===== src/assert_macros.svh =====
// assertion macros shared by the rtl
// no dependencies
`ifndef ASSERT_MACROS_SVH
`define ASSERT_MACROS_SVH

// property checked on every rising edge outside reset
`define ASSERT_CLK(label, clk, rst_n, prop, msg) \
    label: assert property (@(posedge clk) disable iff (!rst_n) (prop)) else $error(msg);

// implication checked on every rising edge outside reset
`define ASSERT_IMP(label, clk, rst_n, pre, post, msg) \
    label: assert property (@(posedge clk) disable iff (!rst_n) (pre) |-> (post)) \
        else $error(msg);

`endif


===== src/one_pkg.sv =====
// package for the octahedral normal encoder
// constants, register indexes and mode codes; no dependencies
package one_pkg;
    localparam int COMPONENT_BITS_DEF = 16;
    localparam int QW = 16;
    localparam int QBITS_PER_STAGE = 2;
    localparam int NSTG = QW / QBITS_PER_STAGE;
    localparam int CFG_IDX_W = 2;

    localparam logic [CFG_IDX_W-1:0] REG_ENCODE_MODE = 2'd0;
    localparam logic [CFG_IDX_W-1:0] REG_MIN_LEN_SQ = 2'd1;

    localparam logic [1:0] MODE_OCT16 = 2'd0;
    localparam logic [1:0] MODE_OCT32 = 2'd1;
    localparam logic [1:0] MODE_TANGENT = 2'd2;

    localparam logic [1:0] MODE_RST = MODE_OCT16;
    localparam logic [31:0] MIN_LEN_SQ_RST = 32'd11;
endpackage


===== src/octahedral_normal_encode.sv =====
// octahedral normal encoder, top level
// depends on one_pkg and assert_macros.svh
//
//  channel   direction  signals
//  in        sink       i_in_valid / o_in_ready, x y z, bitangent sign
//  out       source     o_out_valid / i_out_ready, packed code, degenerate flag
//  cfg       sink       i_cfg_valid / o_cfg_ready, index, data
//
// one transaction per cycle while the out channel does not stall; 4 front stages, 8 divider stages
// the divider retires 2 quotient bits per stage for both axes in parallel
// a stall on the out channel freezes the whole pipeline, nothing lost or repeated
// reset clears valid bits and config registers; no clearing pass
`include "assert_macros.svh"

module octahedral_normal_encode
    import one_pkg::*;
#(
    parameter int COMPONENT_BITS = COMPONENT_BITS_DEF
) (
    input  logic                      i_clk,
    input  logic                      i_rst_n,
    input  logic                      i_in_valid,
    output logic                      o_in_ready,
    input  logic [COMPONENT_BITS-1:0] i_normal_x,
    input  logic [COMPONENT_BITS-1:0] i_normal_y,
    input  logic [COMPONENT_BITS-1:0] i_normal_z,
    input  logic                      i_bitangent_negative,
    output logic                      o_out_valid,
    input  logic                      i_out_ready,
    output logic [31:0]               o_packed_code,
    output logic                      o_degenerate,
    input  logic                      i_cfg_valid,
    output logic                      o_cfg_ready,
    input  logic [CFG_IDX_W-1:0]      i_cfg_index,
    input  logic [31:0]               i_cfg_data
);
    localparam int CW = COMPONENT_BITS;
    localparam int LW = CW + 1;
    localparam int NW = CW + 2;
    localparam int RW = NW + 1;
    localparam int DVW = NW + QW;
    localparam int SQW = 2 * CW + 2;
    localparam int NS = NSTG + 4;

    logic [1:0]  r_mode;
    logic [31:0] r_min_sq;

    assign o_cfg_ready = 1'b1;

    always_ff @(posedge i_clk) begin
        if (!i_rst_n) begin
            r_mode   <= MODE_RST;
            r_min_sq <= MIN_LEN_SQ_RST;
        end else if (i_cfg_valid) begin
            case (i_cfg_index)
                REG_ENCODE_MODE: r_mode <= i_cfg_data[1:0];
                REG_MIN_LEN_SQ:  r_min_sq <= i_cfg_data;
                default: ;
            endcase
        end
    end

    logic r_vld [NS];
    logic en;
    assign en = !r_vld[NS-1] || i_out_ready;
    assign o_in_ready = en;
    assign o_out_valid = r_vld[NS-1];

    always_ff @(posedge i_clk) begin
        if (!i_rst_n) begin
            for (int i = 0; i < NS; i++) r_vld[i] <= 1'b0;
        end else if (en) begin
            r_vld[0] <= i_in_valid;
            for (int i = 1; i < NS; i++) r_vld[i] <= r_vld[i-1];
        end
    end

    // stage 1: magnitudes and signs
    logic [CW-1:0] r_s1_ax, r_s1_ay, r_s1_az;
    logic r_s1_nx, r_s1_ny, r_s1_zn, r_s1_sg;
    always_ff @(posedge i_clk) begin
        if (en) begin
            r_s1_ax <= i_normal_x[CW-1] ? CW'(-i_normal_x) : i_normal_x;
            r_s1_ay <= i_normal_y[CW-1] ? CW'(-i_normal_y) : i_normal_y;
            r_s1_az <= i_normal_z[CW-1] ? CW'(-i_normal_z) : i_normal_z;
            r_s1_nx <= i_normal_x[CW-1];
            r_s1_ny <= i_normal_y[CW-1];
            r_s1_zn <= i_normal_z[CW-1];
            r_s1_sg <= i_bitangent_negative;
        end
    end

    // stage 2: squares, l1 norm, folded magnitudes
    logic [2*CW-1:0] r_s2_sqx, r_s2_sqy, r_s2_sqz;
    logic [LW-1:0] r_s2_l1, r_s2_mx, r_s2_my;
    logic r_s2_nx, r_s2_ny, r_s2_sg;
    always_ff @(posedge i_clk) begin
        if (en) begin
            r_s2_sqx <= r_s1_ax * r_s1_ax;
            r_s2_sqy <= r_s1_ay * r_s1_ay;
            r_s2_sqz <= r_s1_az * r_s1_az;
            r_s2_l1  <= LW'(r_s1_ax) + LW'(r_s1_ay) + LW'(r_s1_az);
            r_s2_mx  <= r_s1_zn ? LW'(r_s1_ax) + LW'(r_s1_az) : LW'(r_s1_ax);
            r_s2_my  <= r_s1_zn ? LW'(r_s1_ay) + LW'(r_s1_az) : LW'(r_s1_ay);
            r_s2_nx  <= r_s1_nx;
            r_s2_ny  <= r_s1_ny;
            r_s2_sg  <= r_s1_sg;
        end
    end

    // stage 3: threshold test and numerators
    logic [SQW-1:0] sq_sum;
    assign sq_sum = SQW'(r_s2_sqx) + SQW'(r_s2_sqy) + SQW'(r_s2_sqz);

    logic [NW-1:0] r_s3_numx, r_s3_numy, r_s3_d;
    logic r_s3_dg, r_s3_sg;
    always_ff @(posedge i_clk) begin
        if (en) begin
            r_s3_dg   <= (r_s2_l1 == '0) || (sq_sum < SQW'(r_min_sq));
            r_s3_numx <= r_s2_nx ? NW'(r_s2_l1) - NW'(r_s2_mx) : NW'(r_s2_l1) + NW'(r_s2_mx);
            r_s3_numy <= r_s2_ny ? NW'(r_s2_l1) - NW'(r_s2_my) : NW'(r_s2_l1) + NW'(r_s2_my);
            r_s3_d    <= {r_s2_l1, 1'b0};
            r_s3_sg   <= r_s2_sg;
        end
    end

    // stage 4: dividend = num * levels, split into first remainder and low bits
    logic wide;
    logic [DVW-1:0] dvx, dvy;
    assign wide = (r_mode == MODE_OCT32);
    assign dvx = wide ? (DVW'(r_s3_numx) << 16) - DVW'(r_s3_numx)
                      : (DVW'(r_s3_numx) << 8) - DVW'(r_s3_numx);
    assign dvy = wide ? (DVW'(r_s3_numy) << 16) - DVW'(r_s3_numy)
                      : (DVW'(r_s3_numy) << 8) - DVW'(r_s3_numy);

    logic [NW-1:0] r_remx [NSTG+1];
    logic [NW-1:0] r_remy [NSTG+1];
    logic [QW-1:0] r_lowx [NSTG+1];
    logic [QW-1:0] r_lowy [NSTG+1];
    logic [QW-1:0] r_qx [NSTG+1];
    logic [QW-1:0] r_qy [NSTG+1];
    logic [NW-1:0] r_d [NSTG+1];
    logic r_dg [NSTG+1];
    logic r_sg [NSTG+1];

    always_ff @(posedge i_clk) begin
        if (en) begin
            r_remx[0] <= dvx[DVW-1:QW];
            r_remy[0] <= dvy[DVW-1:QW];
            r_lowx[0] <= dvx[QW-1:0];
            r_lowy[0] <= dvy[QW-1:0];
            r_qx[0]   <= '0;
            r_qy[0]   <= '0;
            r_d[0]    <= r_s3_d;
            r_dg[0]   <= r_s3_dg;
            r_sg[0]   <= r_s3_sg;
        end
    end

    // divider stages, restoring, two quotient bits each
    for (genvar s = 0; s < NSTG; s++) begin : g_div
        logic [NW-1:0] n_remx, n_remy;
        logic [QW-1:0] n_lowx, n_lowy, n_qx, n_qy;
        logic [RW-1:0] tx, ty;

        always_comb begin
            n_remx = r_remx[s];
            n_remy = r_remy[s];
            n_lowx = r_lowx[s];
            n_lowy = r_lowy[s];
            n_qx   = r_qx[s];
            n_qy   = r_qy[s];
            tx     = '0;
            ty     = '0;
            for (int j = 0; j < QBITS_PER_STAGE; j++) begin
                tx = {n_remx, n_lowx[QW-1]};
                ty = {n_remy, n_lowy[QW-1]};
                n_lowx = n_lowx << 1;
                n_lowy = n_lowy << 1;
                if (tx >= RW'(r_d[s])) begin
                    n_remx = NW'(tx - RW'(r_d[s]));
                    n_qx = {n_qx[QW-2:0], 1'b1};
                end else begin
                    n_remx = NW'(tx);
                    n_qx = {n_qx[QW-2:0], 1'b0};
                end
                if (ty >= RW'(r_d[s])) begin
                    n_remy = NW'(ty - RW'(r_d[s]));
                    n_qy = {n_qy[QW-2:0], 1'b1};
                end else begin
                    n_remy = NW'(ty);
                    n_qy = {n_qy[QW-2:0], 1'b0};
                end
            end
        end

        always_ff @(posedge i_clk) begin
            if (en) begin
                r_remx[s+1] <= n_remx;
                r_remy[s+1] <= n_remy;
                r_lowx[s+1] <= n_lowx;
                r_lowy[s+1] <= n_lowy;
                r_qx[s+1]   <= n_qx;
                r_qy[s+1]   <= n_qy;
                r_d[s+1]    <= r_d[s];
                r_dg[s+1]   <= r_dg[s];
                r_sg[s+1]   <= r_sg[s];
            end
        end
    end

    // output packing
    logic [QW-1:0] qx, qy;
    logic tsign;
    assign qx = r_dg[NSTG] ? '0 : r_qx[NSTG];
    assign qy = r_dg[NSTG] ? '0 : r_qy[NSTG];
    assign tsign = (r_mode == MODE_TANGENT) && r_sg[NSTG];

    always_comb begin
        if (wide) begin
            o_packed_code = {qy, qx};
        end else begin
            o_packed_code = {15'd0, tsign, qy[7:0], qx[7:0]};
        end
    end
    assign o_degenerate = r_dg[NSTG];

    `ASSERT_IMP(a_degen_zero, i_clk, i_rst_n, o_out_valid && o_degenerate,
        o_packed_code[15:0] == 16'd0 && (wide || o_packed_code[31:17] == 15'd0),
        "degenerate result carries a nonzero code")
    `ASSERT_IMP(a_narrow_range, i_clk, i_rst_n, o_out_valid && !wide,
        o_packed_code[31:17] == 15'd0, "narrow code exceeds 17 bits")
    `ASSERT_IMP(a_stall_hold, i_clk, i_rst_n, o_out_valid && !i_out_ready,
        ##1 (o_out_valid && $stable(r_qx[NSTG]) && $stable(r_dg[NSTG])),
        "stalled result changed")
    `ASSERT_CLK(a_rem_bound, i_clk, i_rst_n,
        !r_vld[NS-1] || r_dg[NSTG] || (r_remx[NSTG] < r_d[NSTG]),
        "divider remainder out of range")
endmodule


===== config.mk =====
export PLATFORM = sky130hd
export DESIGN_NAME = octahedral_normal_encode
export DESIGN_NICKNAME = d
export VERILOG_FILES = /design/src/one_pkg.sv /design/src/octahedral_normal_encode.sv
export VERILOG_INCLUDE_DIRS = /design/src /design/src/src
export SDC_FILE = /design/constraint.sdc
export NUM_CORES = 2
export LEC_CHECK = 0
export BUFFER_PORTS_ARGS = -buffer_cell sky130_fd_sc_hd__buf_4
export CAP_MARGIN = 20
export CORE_MARGIN = 5
export CORE_UTILIZATION = 30
export CTS_CLUSTER_DIAMETER = 100
export CTS_CLUSTER_SIZE = 10
export DETAILED_ROUTE_END_ITERATION = 12
export PLACE_DENSITY_LB_ADDON = 0.25
export SYNTH_ARGS = -nofsm -noshare
export SYNTH_HDL_FRONTEND = slang
export SYNTH_SLANG_ARGS = --single-unit

===== constraint.sdc =====
create_clock -name i_clk -period 56.6 [get_ports i_clk]
set_clock_uncertainty 0.2 [all_clocks]
set_input_delay 8.49 -clock i_clk [delete_from_list [all_inputs] [get_ports i_clk]]
set_output_delay 8.49 -clock i_clk [all_outputs]
set_load 0.02 [all_outputs]

# After elaboration in Yosys (flattened, before gate mapping)
# Memory sizes are Yosys's and may differ from the RTL's.
# Index checks and enable logic that the tools add are counted.
# classes
n_mux,93
bitwise,12
reduce_logical,8
n_addsub,49
n_eq_ne,3
n_lt_le_gt_ge,33
mul,3
# op_table
operator,n
two-way mux 18 bit,34
>= comparator 19 x 18 -> 1 bit,32
subtractor 18 bit,32
multiplier 16 x 16 -> 32 bit,3
two-way mux 34 bit,2
subtractor 34 x 18 -> 34 bit,2
two-way mux 16 bit,4
subtractor 26 x 18 -> 27 bit,2
adder 16 x 16 -> 17 bit,3
two-way mux 1 bit,49
negator 16 bit,3
two-way mux 15 bit,3
adder 17 x 17 -> 18 bit,2
subtractor 17 x 17 -> 18 bit,2
adder 33 x 32 -> 34 bit,1
less-than comparator 34 x 32 -> 1 bit,1
adder 32 x 32 -> 33 bit,1
two-way mux 32 bit,1
adder 17 x 16 -> 17 bit,1
zero test 17 bit,1
bitwise OR 1 bit,12
"== test 2 x 1 -> 1 bit, second input constant",2
AND reduction 2 bit,2
"== test 2 bit, second input constant",1
other kinds (4),5
# word_totals
register_bits,291
mem_bits_rw,1092
memories,10
output_inout_bits,36
# memory_table
name,words,width,read_ports,rd_ports_with_merged_regs,wr,line_no,text
r_d,9,18,8,0,9,octahedral_normal_encode.sv:142,logic [NW-1:0] r_d [NSTG+1];
r_remx,9,18,8,0,9,octahedral_normal_encode.sv:136,logic [NW-1:0] r_remx [NSTG+1];
r_remy,9,18,8,0,9,octahedral_normal_encode.sv:137,logic [NW-1:0] r_remy [NSTG+1];
r_lowx,9,16,8,0,9,octahedral_normal_encode.sv:138,logic [QW-1:0] r_lowx [NSTG+1];
r_lowy,9,16,8,0,9,octahedral_normal_encode.sv:139,logic [QW-1:0] r_lowy [NSTG+1];
r_qx,9,16,9,0,9,octahedral_normal_encode.sv:140,logic [QW-1:0] r_qx [NSTG+1];
+4 memories,n/a,n/a,n/a,n/a,n/a,n/a,

# Depth between registers and ports, before layout
# An unclocked memory read counts as a cell.
# logic_depth
ltp_word,7
depth_mapped,28

# Worst setup path before layout
# No wires, ideal clock.
# synth_timing
path_type,in2out
startpoint,input i_out_ready
endpoint,output o_in_ready
stages,2
n_path_buf,1
required_time_ps,47910
setup_slack_ps,12543
arrival_ps,35367
path_cell_list,nand2b_1 -> clkbuf_1
# synth_via
elab_chain_cells,1
# synth_rtl
item,line_no,text
from (decl),octahedral_normal_encode.sv:29,"input logic i_out_ready,"
logical OR 1 bit,octahedral_normal_encode.sv:65,assign en = !r_vld[NS-1] || i_out_ready;
to (decl),octahedral_normal_encode.sv:23,"output logic o_in_ready,"
# Every way passes these cells.

# Final worst setup path
# Ends and elaborated chain as after synthesis.

==> summary.txt <==
Timing
  – Achievable Freq: 55.81 MHz
  – Tmin final: 17.92 ns
  – Worst relative slew slack: between 20 and 25%
  – Fin. Hold Viols: 0
  – # setup viols final: 0
  – Fin crit share: 31.66%
  – Sum of negative setup slack: 0 ns
  – Worst slew pin tran: 1.156 ns
  – RSZ-0062 raised after global routing: no
  – Slew Viols, Final: 0

Route
  – Number of DRC markers in iteration 0: 4732
  – Vias per cell: between 4 and 5
  – Residual DRC: 0
  – DR vias: 67960
  – DR WL/cell: 18.98 µm
  – ANT nets after route: 0
  – Initial DRT Pass Iterations: 6
  – Final wirelength: 259200 µm

Synthesis
  – Most used DFF post-synth: edfxtp_1
  – Synth area leader: edfxtp_1
  – Synthesized flop and latch total: 1030
  – Cells after synthesis: 9327
  – Async S/R FF share, synth: 0%
  – Mean Syn Cell Area: approximately 10 µm²
  – Library cells used by synthesis: 98
  – Largest cells by area after synthesis: edfxtp_1, ha_1, fa_1, inv_1, xnor2_1
  – Synth Cell Area: around 0.094 mm²
  – Post-synthesis sequential area ratio: between 30% and 40%
  – YS warnings: 0
  – Post-synth EDFFs: 995
  – Yosys top cell area share: 31.81%

Worst setup path
  – CP Launch Type: input pin
  – Cell mode on critical path: buf_4
  – Worst path top cell family by delay: buffers and inverters
  – Slowest cell on crit path: nand2b_4
  – CP Cell Sequence: buf_4 > nand2b_4 > buf_4
  – Req. time, crit path: 47.91 ns
  – WS Path Type: in -> out
  – CP max FO: 10
  – Crit path DAT: 9.23 ns
  – Worst path max stage delay: 0.28 ns
  – CP bufs+invs: 2
  – Crit. End Element: output pin

Clock network
  – Hold buffers post-CTS: 0
  – Cts bufs inserted: 125
  – Clock Tree Buf Depth: 4
  – PostCTS Resize Cnt: 0
  – CTS tree: done
  – Post-CTS Repair Setup Buffers: 0
  – CTS root buf: clkbuf_16
  – CTS clk-pin slew, worst paths: 0.05 ns
  – H-tree Lvls: 3
  – CTS sink cnt: slightly above 1000
  – Clock Latency Late Sink: 0.86 ns

GRT
  – Congestion Overflow GR: 0
  – Largest net degree at the start of global routing: 166
  – Initial antenna violation count: 5
  – Vias in the first global route: slightly below 70000
  – First-pass GRT wire length: ~400000 µm
  – Gr usage total: 15.69%

Run status
  – Status: finished, final reports clean

Placement
  – Detailed Place HPWL: just over 200000 µm
  – Port bufs: 122
  – Placement Cell Area: 0.09997 mm²
  – Routability cong.: between 0.8 and 0.9

Die
  – Cell Rows: 205
  – Die height: 569.6 µm
  – Die Wd: about 570 µm
  – Area of the core: 0.3119 mm²
  – Die area: 0.3244 mm²
  – Initial Util: 30.12%
  – Top Ports: roughly 120

Cells and area
  – Final net count: 11160
  – Synthesis-to-finish area growth: 10.26%
  – Fill cells: around 32000
  – Share of layout cells above drive strength 1: 7.946%
  – Design area: 0.1036 mm²

Hold path
  – Hold crit path type: reg -> reg

Flow run
  – Max Cap Viol: 0
==> synth_stat cells (61+ instances only) <==
cell	count
inv_1	1252
ha_1	1020
edfxtp_1	995
nand2_1	709
fa_1	574
nor2_1	554
xnor2_1	519
a21oi_1	481
o21ai_0	427
mux2_2	281
a21o_1	253
xor2_1	185
nor3_1	177
clkbuf_1	149
and2_1	143
nor2b_1	122
nand3_1	120
nand4_1	98
o21a_1	98
nand2b_1	84
a21boi_0	79
o21bai_1	68
and3_1	66
o31ai_1	64
a31oi_1	61
==> cells by family after synthesis <==
kind of cell	Yosys count	share of synthesized area, %
AND/OR/NAND/NOR	2320	11.98
AO/OA/AOI/OAI	1860	12.78
adder cells (fa/ha/maj)	1594	25.82
buffers and inverters	1449	5.870
flip-flops	1030	32.55
XOR/XNOR	704	6.564
multiplexers	368	4.420
other	2	0.007995
==> cell type report <==
type	count	area (µm²)	share of cell area (%)
multi-input combinational	6850	57920	55.92
sequential	1030	30580	29.53
tap	4140	5180	5.001
inverter	1261	4733	4.570
clock buffer	144	3199	3.089
timing repair buffer	207	1607	1.551
clock inverter	22	352.8	0.3407
antenna	1	2.502	0.002416
==> per-stage QoR <==
step	worst slack, ns	util (%)	hold slack [ns]	std cells
global route	38.66	33.21	0.1468	13660
global placement	38.64	32.05	0.2004	13490
detailed placement	38.64	32.05	0.2045	13490
floorplan	12.54	-	0.2003	9329
finish	38.68	33.21	0.1460	13660
CTS	38.64	33.19	0.1389	13650
==> flip-flops by register name, indices dropped and copies added, names as in the netlist, 31 cells and up <==
name,flops
r_d,136
r_lowx,72
r_lowy,72
r_min_sq,32
r_qx,72
r_qy,72
r_remx,144
r_remy,144
r_s2_sqx,31
r_s2_sqy,31
r_s2_sqz,31
==> cell usage in the layout, fill, tap and decap left out, types with 21 or more instances in the layout <==
cell type / instances
ha_1: 1020
or3_1: 48
xor2_1: 185
inv_1: 1252
mux2_4: 22
xnor2_1: 519
mux2i_1: 60
mux2_2: 281
nor3_1: 177
o21a_1: 98
nand3_1: 120
a211oi_1: 52
o21bai_1: 68
o21ai_0: 426
nor4_1: 44
a21boi_0: 79
or2_2: 37
a31oi_1: 60
dfxtp_1: 35
a21o_1: 253
fa_1: 574
nor2_1: 553
a21oi_1: 480
and2_1: 143
a211o_1: 21
or4_1: 26
and3_1: 66
nand2b_1: 82
nand4b_1: 22
o31ai_1: 64
o211ai_1: 37
clkbuf_16: 125
buf_4: 203
nand4_1: 98
nand2_1: 709
nor2b_1: 121
edfxtp_1: 995
==> path summary, 6_finish.rpt <==
kind                      start             to  slack (ns)  cells after the start
hold reg to reg   r_lowx[0][22]  r_lowx[0][40]        0.15                      0
setup / recovery    i_out_ready     o_in_ready       38.68                      3
hold / removal    r_lowx[0][22]  r_lowx[0][40]        0.15                      0
setup reg to reg      r_d[0][2]  r_remx[0][34]       48.71                     22
==> worst register-to-register path, delay by kind of cell (launching register included) <==
| family | cells | cell delay, ns |
|---|---|---|
| multiplexers | 1 | 0.47 |
| flip-flops | 1 | 0.56 |
| buffers and inverters | 2 | 0.71 |
| adder cells (fa/ha/maj) | 2 | 0.81 |
| AND/OR/NAND/NOR | 2 | 0.26 |
| AO/OA/AOI/OAI | 15 | 4.67 |
==> layer usage <==
| metal | GRT usage [%] | part of all wire [%] |
|---|---|---|
| met4 | 4.580 | 3.0 |
| met2 | 26.66 | 47 |
| met5 | 0 | 0.0046 |
| met3 | 1.730 | 4.2 |
| met1 | 21.07 | 45 |
Power is left out: the tool's default activity adds up to more than one toggle a clock period on the data nets, which glitch-free logic cannot reach.
